<file path="src/sv/hcid_pkg.sv">
// shared types and codes for the hci h4 uart deframer
`default_nettype none
package hcid_pkg;

  localparam logic [7:0] TYPE_EVENT = 8'h04;
  localparam logic [7:0] TYPE_ACL   = 8'h02;

  localparam int CNT_W = 17;

  // completed item kind
  typedef enum logic [1:0] {
    KIND_EVENT  = 2'd0,
    KIND_ACL    = 2'd1,
    KIND_SIGNAL = 2'd2
  } kind_t;

  // packet buffer select
  localparam logic BUF_EVENT = 1'b0;
  localparam logic BUF_ACL   = 1'b1;

  // one result item
  typedef struct packed {
    logic             write_enable;
    logic             buffer_select;
    logic [CNT_W-1:0] write_index;
    logic [7:0]       write_data;
    logic             packet_done;
    kind_t            done_kind;
    logic [7:0]       signal_byte;
  } res_t;

endpackage
`default_nettype wire

</file>
<file path="src/sv/hci_uart_packet_deframer.sv">
// top level of the hci h4 uart packet deframer
//
//  channel | dir | fields
//  s_*     | in  | tdata[7:0] rx_byte
//  m_*     | out | tdata: write_index, write_data, signal_byte; tlast: packet_done;
//          |     | tuser: write_enable, buffer_select, done_kind
//
// one byte per cycle; each accepted byte yields its result in the next cycle from
// the result register. s_tready is high whenever the result register is empty
// or being drained, so bytes stream back to back under a ready sink.
// rst is synchronous and returns the framer to idle awaiting a type byte.
// a stalled m_tready holds the result and stalls the input side.
`default_nettype none
module hci_uart_packet_deframer
  import hcid_pkg::*;
(
  input  wire logic        clk,
  input  wire logic        rst,
  input  wire logic        s_tvalid,
  output logic             s_tready,
  input  wire logic [7:0]  s_tdata,   // [7:0] rx_byte
  output logic             m_tvalid,
  input  wire logic        m_tready,
  output logic [39:0]      m_tdata,   // [16:0] write_index, [24:17] write_data,
                                      // [32:25] signal_byte, [39:33] zero
  output logic             m_tlast,   // packet_done
  output logic [3:0]       m_tuser    // [0] write_enable, [1] buffer_select,
                                      // [3:2] done_kind
);

  logic take;
  res_t res_c;
  res_t res_q;

  // accept while the result register is free or draining
  assign s_tready = !m_tvalid || m_tready;
  assign take     = s_tvalid && s_tready;

  hcid_core u_core (
    .clk     (clk),
    .rst     (rst),
    .take    (take),
    .rx_byte (s_tdata),
    .res     (res_c)
  );

  hcid_out_reg u_out (
    .clk      (clk),
    .rst      (rst),
    .load     (take),
    .res_in   (res_c),
    .m_tready (m_tready),
    .m_tvalid (m_tvalid),
    .res_out  (res_q)
  );

  // pack result fields onto the stream
  assign m_tdata = {7'd0, res_q.signal_byte, res_q.write_data, res_q.write_index};
  assign m_tlast = res_q.packet_done;
  assign m_tuser = {res_q.done_kind, res_q.buffer_select, res_q.write_enable};

endmodule
`default_nettype wire

</file>
<file path="src/sv/hcid_core.sv">
// framing state and per-byte decode of the h4 stream
`default_nettype none
module hcid_core
  import hcid_pkg::*;
(
  input  wire logic       clk,
  input  wire logic       rst,
  input  wire logic       take,
  input  wire logic [7:0] rx_byte,
  output res_t            res
);

  logic             in_packet, in_packet_next;
  logic             packet_kind, packet_kind_next;
  logic [CNT_W-1:0] body_count, body_count_next;
  logic [CNT_W-1:0] target_count, target_count_next;
  logic [7:0]       previous_byte, previous_byte_next;

  logic [CNT_W-1:0] n;
  logic [CNT_W-1:0] evt_len;
  logic [CNT_W-1:0] acl_len;
  logic             done;

  assign n       = body_count + CNT_W'(1);
  assign evt_len = CNT_W'(rx_byte) + CNT_W'(2);
  assign acl_len = CNT_W'({rx_byte, previous_byte}) + CNT_W'(4);

  // decode one byte and compute next framing state
  always_comb begin
    in_packet_next     = in_packet;
    packet_kind_next   = packet_kind;
    body_count_next    = body_count;
    target_count_next  = target_count;
    previous_byte_next = previous_byte;
    done               = 1'b0;
    res                = '0;

    if (!in_packet) begin
      if (rx_byte == TYPE_EVENT || rx_byte == TYPE_ACL) begin
        in_packet_next     = 1'b1;
        packet_kind_next   = (rx_byte == TYPE_ACL);
        body_count_next    = '0;
        target_count_next  = '0;
        previous_byte_next = '0;
      end else begin
        res.packet_done = 1'b1;
        res.done_kind   = KIND_SIGNAL;
        res.signal_byte = rx_byte;
      end
    end else begin
      res.write_enable  = 1'b1;
      res.buffer_select = packet_kind;
      res.write_index   = body_count;
      res.write_data    = rx_byte;

      // length bytes set the target, otherwise compare against it
      if (packet_kind == BUF_EVENT && n == CNT_W'(2)) begin
        target_count_next = evt_len;
        done              = (evt_len == n);
      end else if (packet_kind == BUF_ACL && n == CNT_W'(4)) begin
        target_count_next = acl_len;
        done              = (acl_len == n);
      end else begin
        done = (target_count != '0) && (n == target_count);
      end
      body_count_next    = n;
      previous_byte_next = rx_byte;

      if (done) begin
        res.packet_done   = 1'b1;
        res.done_kind     = packet_kind ? KIND_ACL : KIND_EVENT;
        in_packet_next    = 1'b0;
        body_count_next   = '0;
        target_count_next = '0;
      end
    end
  end

  // state update on each accepted byte
  always_ff @(posedge clk) begin
    if (rst) begin
      in_packet     <= 1'b0;
      packet_kind   <= 1'b0;
      body_count    <= '0;
      target_count  <= '0;
      previous_byte <= '0;
    end else if (take) begin
      in_packet     <= in_packet_next;
      packet_kind   <= packet_kind_next;
      body_count    <= body_count_next;
      target_count  <= target_count_next;
      previous_byte <= previous_byte_next;
    end
  end

endmodule
`default_nettype wire

</file>
<file path="src/sv/hcid_out_reg.sv">
// result register feeding the master stream
`default_nettype none
module hcid_out_reg
  import hcid_pkg::*;
(
  input  wire logic clk,
  input  wire logic rst,
  input  wire logic load,
  input  wire res_t res_in,
  input  wire logic m_tready,
  output logic      m_tvalid,
  output res_t      res_out
);

  // valid flag
  always_ff @(posedge clk) begin
    if (rst) begin
      m_tvalid <= 1'b0;
    end else if (load) begin
      m_tvalid <= 1'b1;
    end else if (m_tready) begin
      m_tvalid <= 1'b0;
    end
  end

  // payload
  always_ff @(posedge clk) begin
    if (load) begin
      res_out <= res_in;
    end
  end

endmodule
`default_nettype wire

</file>
<file path="config.mk">
export PLATFORM = sky130hd
export DESIGN_NAME = hci_uart_packet_deframer
export DESIGN_NICKNAME = d
export VERILOG_FILES = /design/src/sv/hcid_pkg.sv /design/src/sv/hci_uart_packet_deframer.sv /design/src/sv/hcid_core.sv /design/src/sv/hcid_out_reg.sv
export SDC_FILE = /design/constraint.sdc
export NUM_CORES = 1
export LEC_CHECK = 0
export BUFFER_PORTS_ARGS = -buffer_cell sky130_fd_sc_hd__buf_4
export CORE_ASPECT_RATIO = 1.75
export CORE_UTILIZATION = 35
export DETAILED_ROUTE_END_ITERATION = 8
export HOLD_SLACK_MARGIN = 0.05
export SKIP_CTS_REPAIR_TIMING = 1
export SLEW_MARGIN = 20
export SYNTH_ARGS = -nofsm -noshare
export SYNTH_HDL_FRONTEND = slang
export SYNTH_SLANG_ARGS = --single-unit
</file>
<file path="constraint.sdc">
create_clock -name clk -period 4.3 [get_ports clk]
set_clock_uncertainty 0.2 [all_clocks]
set_input_delay 0.215 -clock clk [delete_from_list [all_inputs] [get_ports clk]]
set_output_delay 0.215 -clock clk [all_outputs]
set_load 0.02 [all_outputs]
</file>
==> flow_summary.rst, run 1 <==
.. list-table::
   :header-rows: 1

   * - Metric
     - Value
   * - Starting utilization of the core area
     - 0.3619
   * - Launch point of the worst path
     - u_core.body_count[1]$_SDFFE_PP0P_
   * - Final TNS setup
     - 0 ps
   * - Crit path max-delay cell type
     - sky130_fd_sc_hd__or4_1
   * - Total count of max-transition violations in the final report
     - 0
   * - CTS sink count
     - 83
   * - Endpoints failing hold
     - 0
   * - Syn avg cell area
     - 9.175 um2
   * - Detailed-router iteration count before antenna repair
     - 7
   * - Cell-by-cell trace of the critical path
     - ha_1 > nand3_2 > or4_1 > xnor2_2 > a2111o_1 > or4_4 > nand2b_4 > o221ai_4 > buf_4 > nor3_1 > o31a_1
   * - Drt initial violations
     - 360
   * - Post-route design area
     - 6327 um2
   * - Routed length per instance
     - 20.73 um
   * - Finish-stage setup viols
     - 0
   * - Worst Path Required
     - 4350 ps
   * - Critical Path Sink
     - u_core.body_count[11]$_SDFFE_PP0P_
   * - Routability Congestion
     - 0.9564
   * - Actual transition at the worst max-transition pin
     - 1046 ps
   * - Flip-flop and latch count after synthesis
     - 83
   * - Maximum number of pins on one net before global-route repair
     - 40
   * - Routed WL
     - 17.04 mm
   * - Fraction of final layout cells with drive strength greater than 1
     - 0.1768
   * - Worst-Skew Late Latency
     - 350 ps
   * - Global router's overall resource usage
     - 0.2230
   * - Sequential share of the synthesized area
     - 0.3766
   * - Clock Pin Slew Worst Setup and Hold Paths
     - 70 ps
   * - Cells on worst reg2reg path
     - 11
   * - DRC viols
     - 0
   * - Leading cell type in the layout, fill and taps excluded
     - sky130_fd_sc_hd__buf_4
   * - Post-route fraction of the period consumed by the critical path
     - 0.9553
   * - Max frequency
     - 243.4 MHz
   * - Post-synthesis cell count
     - 591
   * - Number of levels the H-tree was split into
     - 3
   * - Final HPWL from detailed placement
     - 12.80 mm
   * - Net total in the final layout
     - 651
   * - Pwr per Cell Area
     - 286.3 nW/um2
   * - Critical path buffers and inverters
     - 1
   * - Worst supply voltage drop on vdd
     - 0.1794 mV
   * - Crit path max fanout
     - 13
   * - Worst setup SP type
     - flop
   * - Leading cell types in the layout, fill and taps excluded
     - sky130_fd_sc_hd__buf_4 (78), sky130_fd_sc_hd__xnor2_1 (46), sky130_fd_sc_hd__dfxtp_1 (45)
   * - Clock tree from TritonCTS
     - done
   * - Antenna violations before repair
     - 0
   * - Number of enable flip-flop cells after synthesis
     - 38
   * - Yosys cell types
     - 76
   * - Pre-CTS setup slack
     - 248.6 ps
   * - Total power after layout
     - 1.812 mW
   * - Commonest register cell after synthesis
     - sky130_fd_sc_hd__dfxtp_1
   * - Layout area overhead
     - 16.68%
   * - Launching point of the worst reg2reg path
     - u_core.body_count[1]$_SDFFE_PP0P_
   * - Nature of the critical path endpoint
     - flop
   * - Maximum buffer depth of the clock tree
     - 2
   * - Number of buffer cells added on primary ports
     - 51
   * - Hold crit path type
     - input port to flop
   * - Pleak
     - 2.294 nW
   * - Cell Area, Placed
     - 5989 um2
   * - Number of vias after detailed routing
     - 4839
   * - Core footprint
     - 14990 um2
   * - RSZ-0062 raised after global routing
     - false
   * - Synthesized cell area
     - 5423 um2
   * - Ports placed on the boundary
     - 59
   * - CP arrival
     - 4160 ps
   * - Diode insertion count for antenna repair
     - 0
   * - Die Ht
     - 166.7 um
   * - Shortest period the worst path allows
     - 4108 ps
   * - Share of synthesized flip-flops with an asynchronous set or reset
     - 0
   * - Run status
     - finished clean
   * - Critical path depth
     - 11
   * - Die width
     - 96.09 um
   * - Average via count per standard cell
     - 5.887
   * - Vias in the first global route
     - 4787
   * - Critical Setup Path Class
     - flop to flop
   * - Global route total overflow
     - 0
   * - End of the worst register-to-register path
     - u_core.body_count[11]$_SDFFE_PP0P_
   * - Wire length of the first global-routing pass
     - 26.62 mm
   * - CP peak stage delay
     - 650 ps
   * - FILL cells
     - 1521
   * - Hold_ws
     - 2.867 ps
   * - Cell at the root of the clock tree
     - sky130_fd_sc_hd__clkbuf_16
   * - Final critical-path setup slack
     - 192.0 ps
   * - Post-detailed-route count of antenna-violating nets
     - 0
   * - CTS buffer count
     - 9
   * - Area of the die
     - 16010 um2
   * - Slack of the worst reg-to-reg path
     - 190 ps
   * - Warnings from Yosys
     - 0
   * - Std cell rows
     - 59
   * - Largest delay share family, worst path
     - simple AND/OR/NAND/NOR gates
   * - Slew HR
     - 0.3026
   * - Max-capacitance violation count
     - 0
[final cells by class]
cell class                 instances  area (um2)  share of cell area
clock buffer                       9       225.2             0.03559
clock inverter                     7       62.56            0.009887
inverter                          17       63.81             0.01009
multi-input combinational        440        3069              0.4851
sequential                        83        2042              0.3227
tap                              183       229.0             0.03619
timing repair buffer              83       635.6              0.1005
[power by group]
group	leakage, nW	switching (mW)	internal [mW]	total (mW)
clock network	0.145	0.375	0.408	0.783
logic	1.41	0.109	0.0679	0.177
registers	0.736	0.00802	0.844	0.852
[logic make-up after synthesis]
| kind of cell | Yosys count | share of synthesized area |
|---|---|---|
| and+or+nand+nor | 229 | 0.2476 |
| AOI/OAI and AO/OA | 130 | 0.1837 |
| DFF | 83 | 0.3766 |
| buffers and inverters | 74 | 0.06160 |
| xor gates and xnor gates | 68 | 0.1165 |
| adders and majority gates | 5 | 0.01154 |
| other | 1 | 0.0006915 |
| muxes | 1 | 0.001846 |
[registers in the layout, summed over array words and instances, names as in the netlist]
name and cells:
u_core.body_count 17, u_core.packet_kind 1, u_out.res_out 38, u_core.target_count 17, u_core.in_packet 1, u_out.m_tvalid 1, u_core.previous_byte 8
[cell usage after synthesis, drive strengths merged, types with 3 or more instances]
master / count / area share
or3: 3 / 0.0035
o311ai: 6 / 0.0097
nand3: 23 / 0.023
o31ai: 10 / 0.014
o2bb2ai: 8 / 0.013
o31a: 3 / 0.0048
and2: 23 / 0.027
nand2: 21 / 0.015
o21a: 5 / 0.0069
ha: 5 / 0.012
dfxtp: 45 / 0.17
or4: 8 / 0.012
nand3b: 4 / 0.0055
clkbuf: 35 / 0.024
a21oi: 13 / 0.012
nand2b: 13 / 0.016
a22o: 14 / 0.023
a21o: 3 / 0.0042
a31oi: 7 / 0.0081
and3: 13 / 0.015
nor2b: 9 / 0.010
o211ai: 5 / 0.0069
o22ai: 10 / 0.012
buf: 22 / 0.025
nor3: 25 / 0.023
o21ai: 9 / 0.0083
xnor2: 47 / 0.077
a22oi: 10 / 0.014
nor2: 40 / 0.028
and4: 5 / 0.0081
edfxtp: 38 / 0.21
nand4: 16 / 0.024
inv: 17 / 0.012
a211oi: 7 / 0.0097
xor2: 19 / 0.031
nor4: 19 / 0.026
[worst register-to-register path, stage by stage, from the launching register on]
cell and delay [ps]:
sky130_fd_sc_hd__dfxtp_1 480, sky130_fd_sc_hd__ha_1 240, sky130_fd_sc_hd__nand3_2 120, sky130_fd_sc_hd__or4_1 650, sky130_fd_sc_hd__xnor2_2 220, sky130_fd_sc_hd__a2111o_1 410
sky130_fd_sc_hd__or4_4 650, sky130_fd_sc_hd__nand2b_4 190, sky130_fd_sc_hd__o221ai_4 230, sky130_fd_sc_hd__buf_4 270, sky130_fd_sc_hd__nor3_1 70, sky130_fd_sc_hd__o31a_1 270
[how the worst min path moves through the flow]
stage | from | to | slack, ps | cells after the start
2_1_floorplan | s_tvalid | u_out.m_tvalid$_SDFFE_PP0P_ | 140 | 2
3_3_place_gp | s_tvalid | u_out.m_tvalid$_SDFFE_PP0P_ | 260 | 3
3_5_place_dp | s_tvalid | u_out.m_tvalid$_SDFFE_PP0P_ | 280 | 3
4_1_cts | s_tvalid | u_out.m_tvalid$_SDFFE_PP0P_ | -100 | 3
5_1_grt | s_tdata[2] | u_core.previous_byte[2]$_SDFFE_PP0P_ | 50 | 3
6_report | s_tdata[2] | u_core.previous_byte[2]$_SDFFE_PP0P_ | 3 | 3
[through the flow]
step           std cells    util
2_1_floorplan        597       -
3_3_place_gp         801  0.3997
3_5_place_dp         801  0.3997
4_1_cts              817  0.4189
5_1_grt              822  0.4222
6_report             822  0.4222
[routing by layer]
metal | up-vias | share of wire | GRT usage
met5 | - | 0 | 0
li1 | 2271 | - | -
met4 | 0 | 0.062 | 0.1330
met3 | 59 | 0.036 | 0.03425
met2 | 169 | 0.53 | 0.3873
met1 | 2340 | 0.37 | 0.2478
(Power assumes the default switching activity.)
==> inputs of run 2 (changes only) <==
Settings changed: ABC_AREA from default to 1.
==> run 2 against run 1 <==
Compared with the run above:
- cell count grew 35%
- clock-buffer cell count increased by 1
- critical path depth is 4 higher
- clock power rose by 3.4%
- first-iteration DRC count is 14% higher
- core utilization is 0.64 points lower
- global-route usage fell by 0.060 points
- synthesized area up 1.5%
- critical endpoint is now u_core.body_count[8]$_SDFFE_PP0P_
==> flow_summary.rst, run 2 <==
.. list-table::
   :header-rows: 1

   * - Metric
     - Value
   * - Run status
     - finished clean
   * - Number of buffer cells added on primary ports
     - 51 (unchanged)
   * - Antenna violations before repair
     - 0 (unchanged)
   * - Warnings from Yosys
     - 0 (unchanged)
   * - Largest registers in the final layout
     - u_out.res_out x38, u_core.body_count x17, u_core.target_count x17
   * - Clock Pin Slew Worst Setup and Hold Paths
     - 70 ps (about the same)
   * - Cell at the root of the clock tree
     - sky130_fd_sc_hd__clkbuf_16
   * - Layout area overhead
     - 16.22%
   * - Met1 WL
     - 6.348 mm (-0.61%)
   * - Hold crit path type
     - input port to flop
   * - Routability Congestion
     - 0.9471 (-0.97%)
   * - Most common cell in the synthesized netlist
     - sky130_fd_sc_hd__nand2_1
   * - Ports placed on the boundary
     - 59 (unchanged)
   * - Drt initial violations
     - 410 (+14%)
   * - Yosys cell types
     - 35 (-54%)
   * - Pleak
     - 2.993 nW (+30%)
   * - Crit path max-delay cell type
     - sky130_fd_sc_hd__nor2_4
   * - Starting utilization of the core area
     - 0.3578 (-0.004055)
   * - Synth top area share
     - 0.2243 (+0.01384)
   * - Total count of max-transition violations in the final report
     - 0 (unchanged)
   * - Leading cell type in the layout, fill and taps excluded
     - sky130_fd_sc_hd__nand2_1
   * - Ranking of synthesized cells by area
     - sky130_fd_sc_hd__nand2_1 (22%), sky130_fd_sc_hd__edfxtp_1 (21%), sky130_fd_sc_hd__dfxtp_1 (16%)
   * - Vias in the first global route
     - 5260 (+9.9%)
   * - Hold_ws
     - 27.18 ps (+24.31 ps)
   * - Nature of the critical path endpoint
     - flop
   * - Std cell rows
     - 60 (+1.7%)
   * - Cell-by-cell trace of the critical path
     - ha_1 > nand2_1 > nor2_2 > nand2_2 > nor2_2 > nand2_2 > nand2_2 > nand3_1 > nor3_2 > nand3_2 > nand2_1 > nand3_2 > nor2_4 > nand2_1 > a21oi_1
   * - Finish-stage setup viols
     - 0 (unchanged)
   * - Cell type with the highest aggregate area in the netlist
     - sky130_fd_sc_hd__nand2_1
   * - CP peak stage delay
     - 560 ps (-90 ps)
   * - Wire length of the first global-routing pass
     - 27.83 mm (+4.6%)
   * - Most used standard cells in the synthesized netlist
     - sky130_fd_sc_hd__nand2_1 (329), sky130_fd_sc_hd__inv_1 (111), sky130_fd_sc_hd__nor2_1 (99)
   * - Clock tree from TritonCTS
     - done
   * - Total length of routed met2 wires
     - 9.797 mm (+8.9%)
   * - Maximum buffer depth of the clock tree
     - 2 (unchanged)
   * - Register with the most flip-flops
     - u_out.res_out
   * - Core footprint
     - 15390 um2 (+2.7%)
   * - Net total in the final layout
     - 935 (+44%)
   * - Final critical-path setup slack
     - 290.8 ps (+98.78 ps)
   * - Post-detailed-route count of antenna-violating nets
     - 0 (unchanged)
   * - Worst hold path stage count
     - 3 (unchanged)
   * - Area of the die
     - 16260 um2 (+1.5%)
   * - Max-capacitance violation count
     - 0 (unchanged)
   * - Worst setup SP type
     - flop
   * - Share of synthesized flip-flops with an asynchronous set or reset
     - 0 (unchanged)
   * - Average via count per standard cell
     - 4.965 (-16%)
   * - Post-route fraction of the period consumed by the critical path
     - 0.9324 (-0.02297)
   * - Uppermost signal routing layer after detailed routing
     - met4
   * - Endpoints failing hold
     - 0 (unchanged)
   * - Global route total overflow
     - 0 (unchanged)
   * - Critical Setup Path Class
     - flop to flop
   * - Slew HR
     - 0.5440 (+0.2414)
   * - Number of enable flip-flop cells after synthesis
     - 38 (unchanged)
   * - Routed WL
     - 18.03 mm (+5.8%)
   * - Critical path buffers and inverters
     - 0 (-1)
   * - Final HPWL from detailed placement
     - 14.04 mm (+9.7%)
   * - Pre-CTS setup slack
     - 411.1 ps (+162.5 ps)
   * - Maximum number of pins on one net before global-route repair
     - 41 (+2.5%)
   * - RSZ-0062 raised after global routing
     - false
   * - Leading cell types in the layout, fill and taps excluded
     - sky130_fd_sc_hd__nand2_1 (329), sky130_fd_sc_hd__inv_1 (111), sky130_fd_sc_hd__nor2_1 (99)
   * - CP arrival
     - 4080 ps (-80 ps)
   * - Shortest period the worst path allows
     - 4009 ps (-98.78 ps)
   * - Final TNS setup
     - 0 ps (unchanged)
   * - Detailed-router iteration count before antenna repair
     - 5 (-2)
   * - Actual transition at the worst max-transition pin
     - 682.4 ps (-363.7 ps)
   * - Number of levels the H-tree was split into
     - 3 (unchanged)
   * - DRC viols
     - 0 (unchanged)
   * - Die width
     - 96.82 um (+0.75%)
   * - Critical path depth
     - 15 (+4)
   * - Worst Path Required
     - 4370 ps (+20 ps)
   * - CTS sink count
     - 83 (unchanged)
   * - Pwr per Cell Area
     - 284.3 nW/um2 (-0.72%)
   * - Total power after layout
     - 1.819 mW (+0.42%)
   * - Fraction of final layout cells with drive strength greater than 1
     - 0.1116 (-0.06525)
   * - Crit path max fanout
     - 26 (+13)
   * - Die Ht
     - 167.9 um (+0.76%)
   * - Global router's overall resource usage
     - 0.2224 (-0.0006008)
   * - Routed length per instance
     - 16.25 um (-22%)
   * - Finished Core Util
     - 0.4159 (-0.006372)
   * - Max frequency
     - 249.4 MHz (+2.5%)
   * - Largest delay share family, worst path
     - simple AND/OR/NAND/NOR gates
   * - Sequential share of the synthesized area
     - 0.3708 (-0.005733)
   * - Syn avg cell area
     - 6.366 um2 (-31%)
   * - Worst-Skew Late Latency
     - 350 ps (about the same)
   * - Number of flip-flops in the largest register
     - 38 (unchanged)
   * - Diode insertion count for antenna repair
     - 0 (unchanged)
   * - Flip-flop and latch count after synthesis
     - 83 (unchanged)
   * - Post-synthesis cell count
     - 865 (+46%)
   * - Synthesized cell area
     - 5507 um2 (+1.5%)
   * - Number of vias after detailed routing
     - 5506 (+14%)
   * - Met3 wire len
     - 711 um (+17%)
   * - Commonest register cell after synthesis
     - sky130_fd_sc_hd__dfxtp_1
   * - Worst supply voltage drop on vdd
     - 0.2027 mV (+13%)
   * - Cells on worst reg2reg path
     - 15 (+4)
   * - CTS buffer count
     - 9 (unchanged)
==> run 2: cell count changes after synthesis, sizes merged, moves of 14 or more <==
cell and delta:
nor4 -19, xnor2 -43, nor2 +74, inv +96, clkbuf -25, and2 -23, nand3 +49, a22o -14
nor3 -18, a21oi +24, nand2 +317
==> run 2: worst paths after layout <==
path / start / slack (ps) / end
setup / recovery: u_core.body_count[1]$_SDFFE_PP0P_ / 290 / u_core.body_count[8]$_SDFFE_PP0P_
hold / removal: s_tvalid / 30 / u_out.m_tvalid$_SDFFE_PP0P_
setup reg to reg: u_core.body_count[1]$_SDFFE_PP0P_ / 290 / u_core.body_count[8]$_SDFFE_PP0P_
hold reg to reg: u_core.target_count[2]$_SDFFE_PP0P_ / 290 / u_core.target_count[2]$_SDFFE_PP0P_
==> run 2: layout make-up <==
cell class | count | area (um2)
tap | 186 | 232.7
inverter | 118 | 444.2
clock buffer | 10 | 229.0
fill | 1619 | 8990
multi-input combinational | 643 | 2889
sequential | 83 | 2042
timing repair buffer | 63 | 490.5
clock inverter | 6 | 72.57
==> run 2: metrics by stage <==
step | area [um2] | std cells
3_3_place_gp | 6028 | 1086
3_5_place_dp | 6028 | 1086
5_1_grt | 6400 | 1109
2_1_floorplan | 5529 | 871
6_report | 6400 | 1109
4_1_cts | 6330 | 1102
==> run 2: power by group <==
group / internal [mW] / switching [mW] / total, mW
clock: 0.458 / 0.352 / 0.810
sequential: 0.844 / 0.00619 / 0.850
combinational: 0.0524 / 0.107 / 0.159
==> run 2: cell families (layout without fill, tap and decap cells) <==
kind of cell,count (synthesis),after routing,share of synthesized area
AND/OR/NAND/NOR,559,559,0.4319
adder cells (fa/ha/maj),5,5,0.01136
flip-flops,83,83,0.3708
AO/OA/AOI/OAI,61,61,0.05908
other,1,7,0.0006810
buffers and inverters,145,197,0.1086
XOR/XNOR,11,11,0.01750
==> run 2: worst min-delay path: stages <==
cell	delay, ps
sky130_fd_sc_hd__buf_4	80
sky130_fd_sc_hd__nand2_1	100
sky130_fd_sc_hd__a21oi_1	140
==> run 2: metal layers <==
metal / vias to the layer above / GRT usage
li1: 2801 / -
met1: 2470 / 0.2161
met2: 173 / 0.4274
met3: 62 / 0.03155
met4: 0 / 0.1493
met5: - / 0
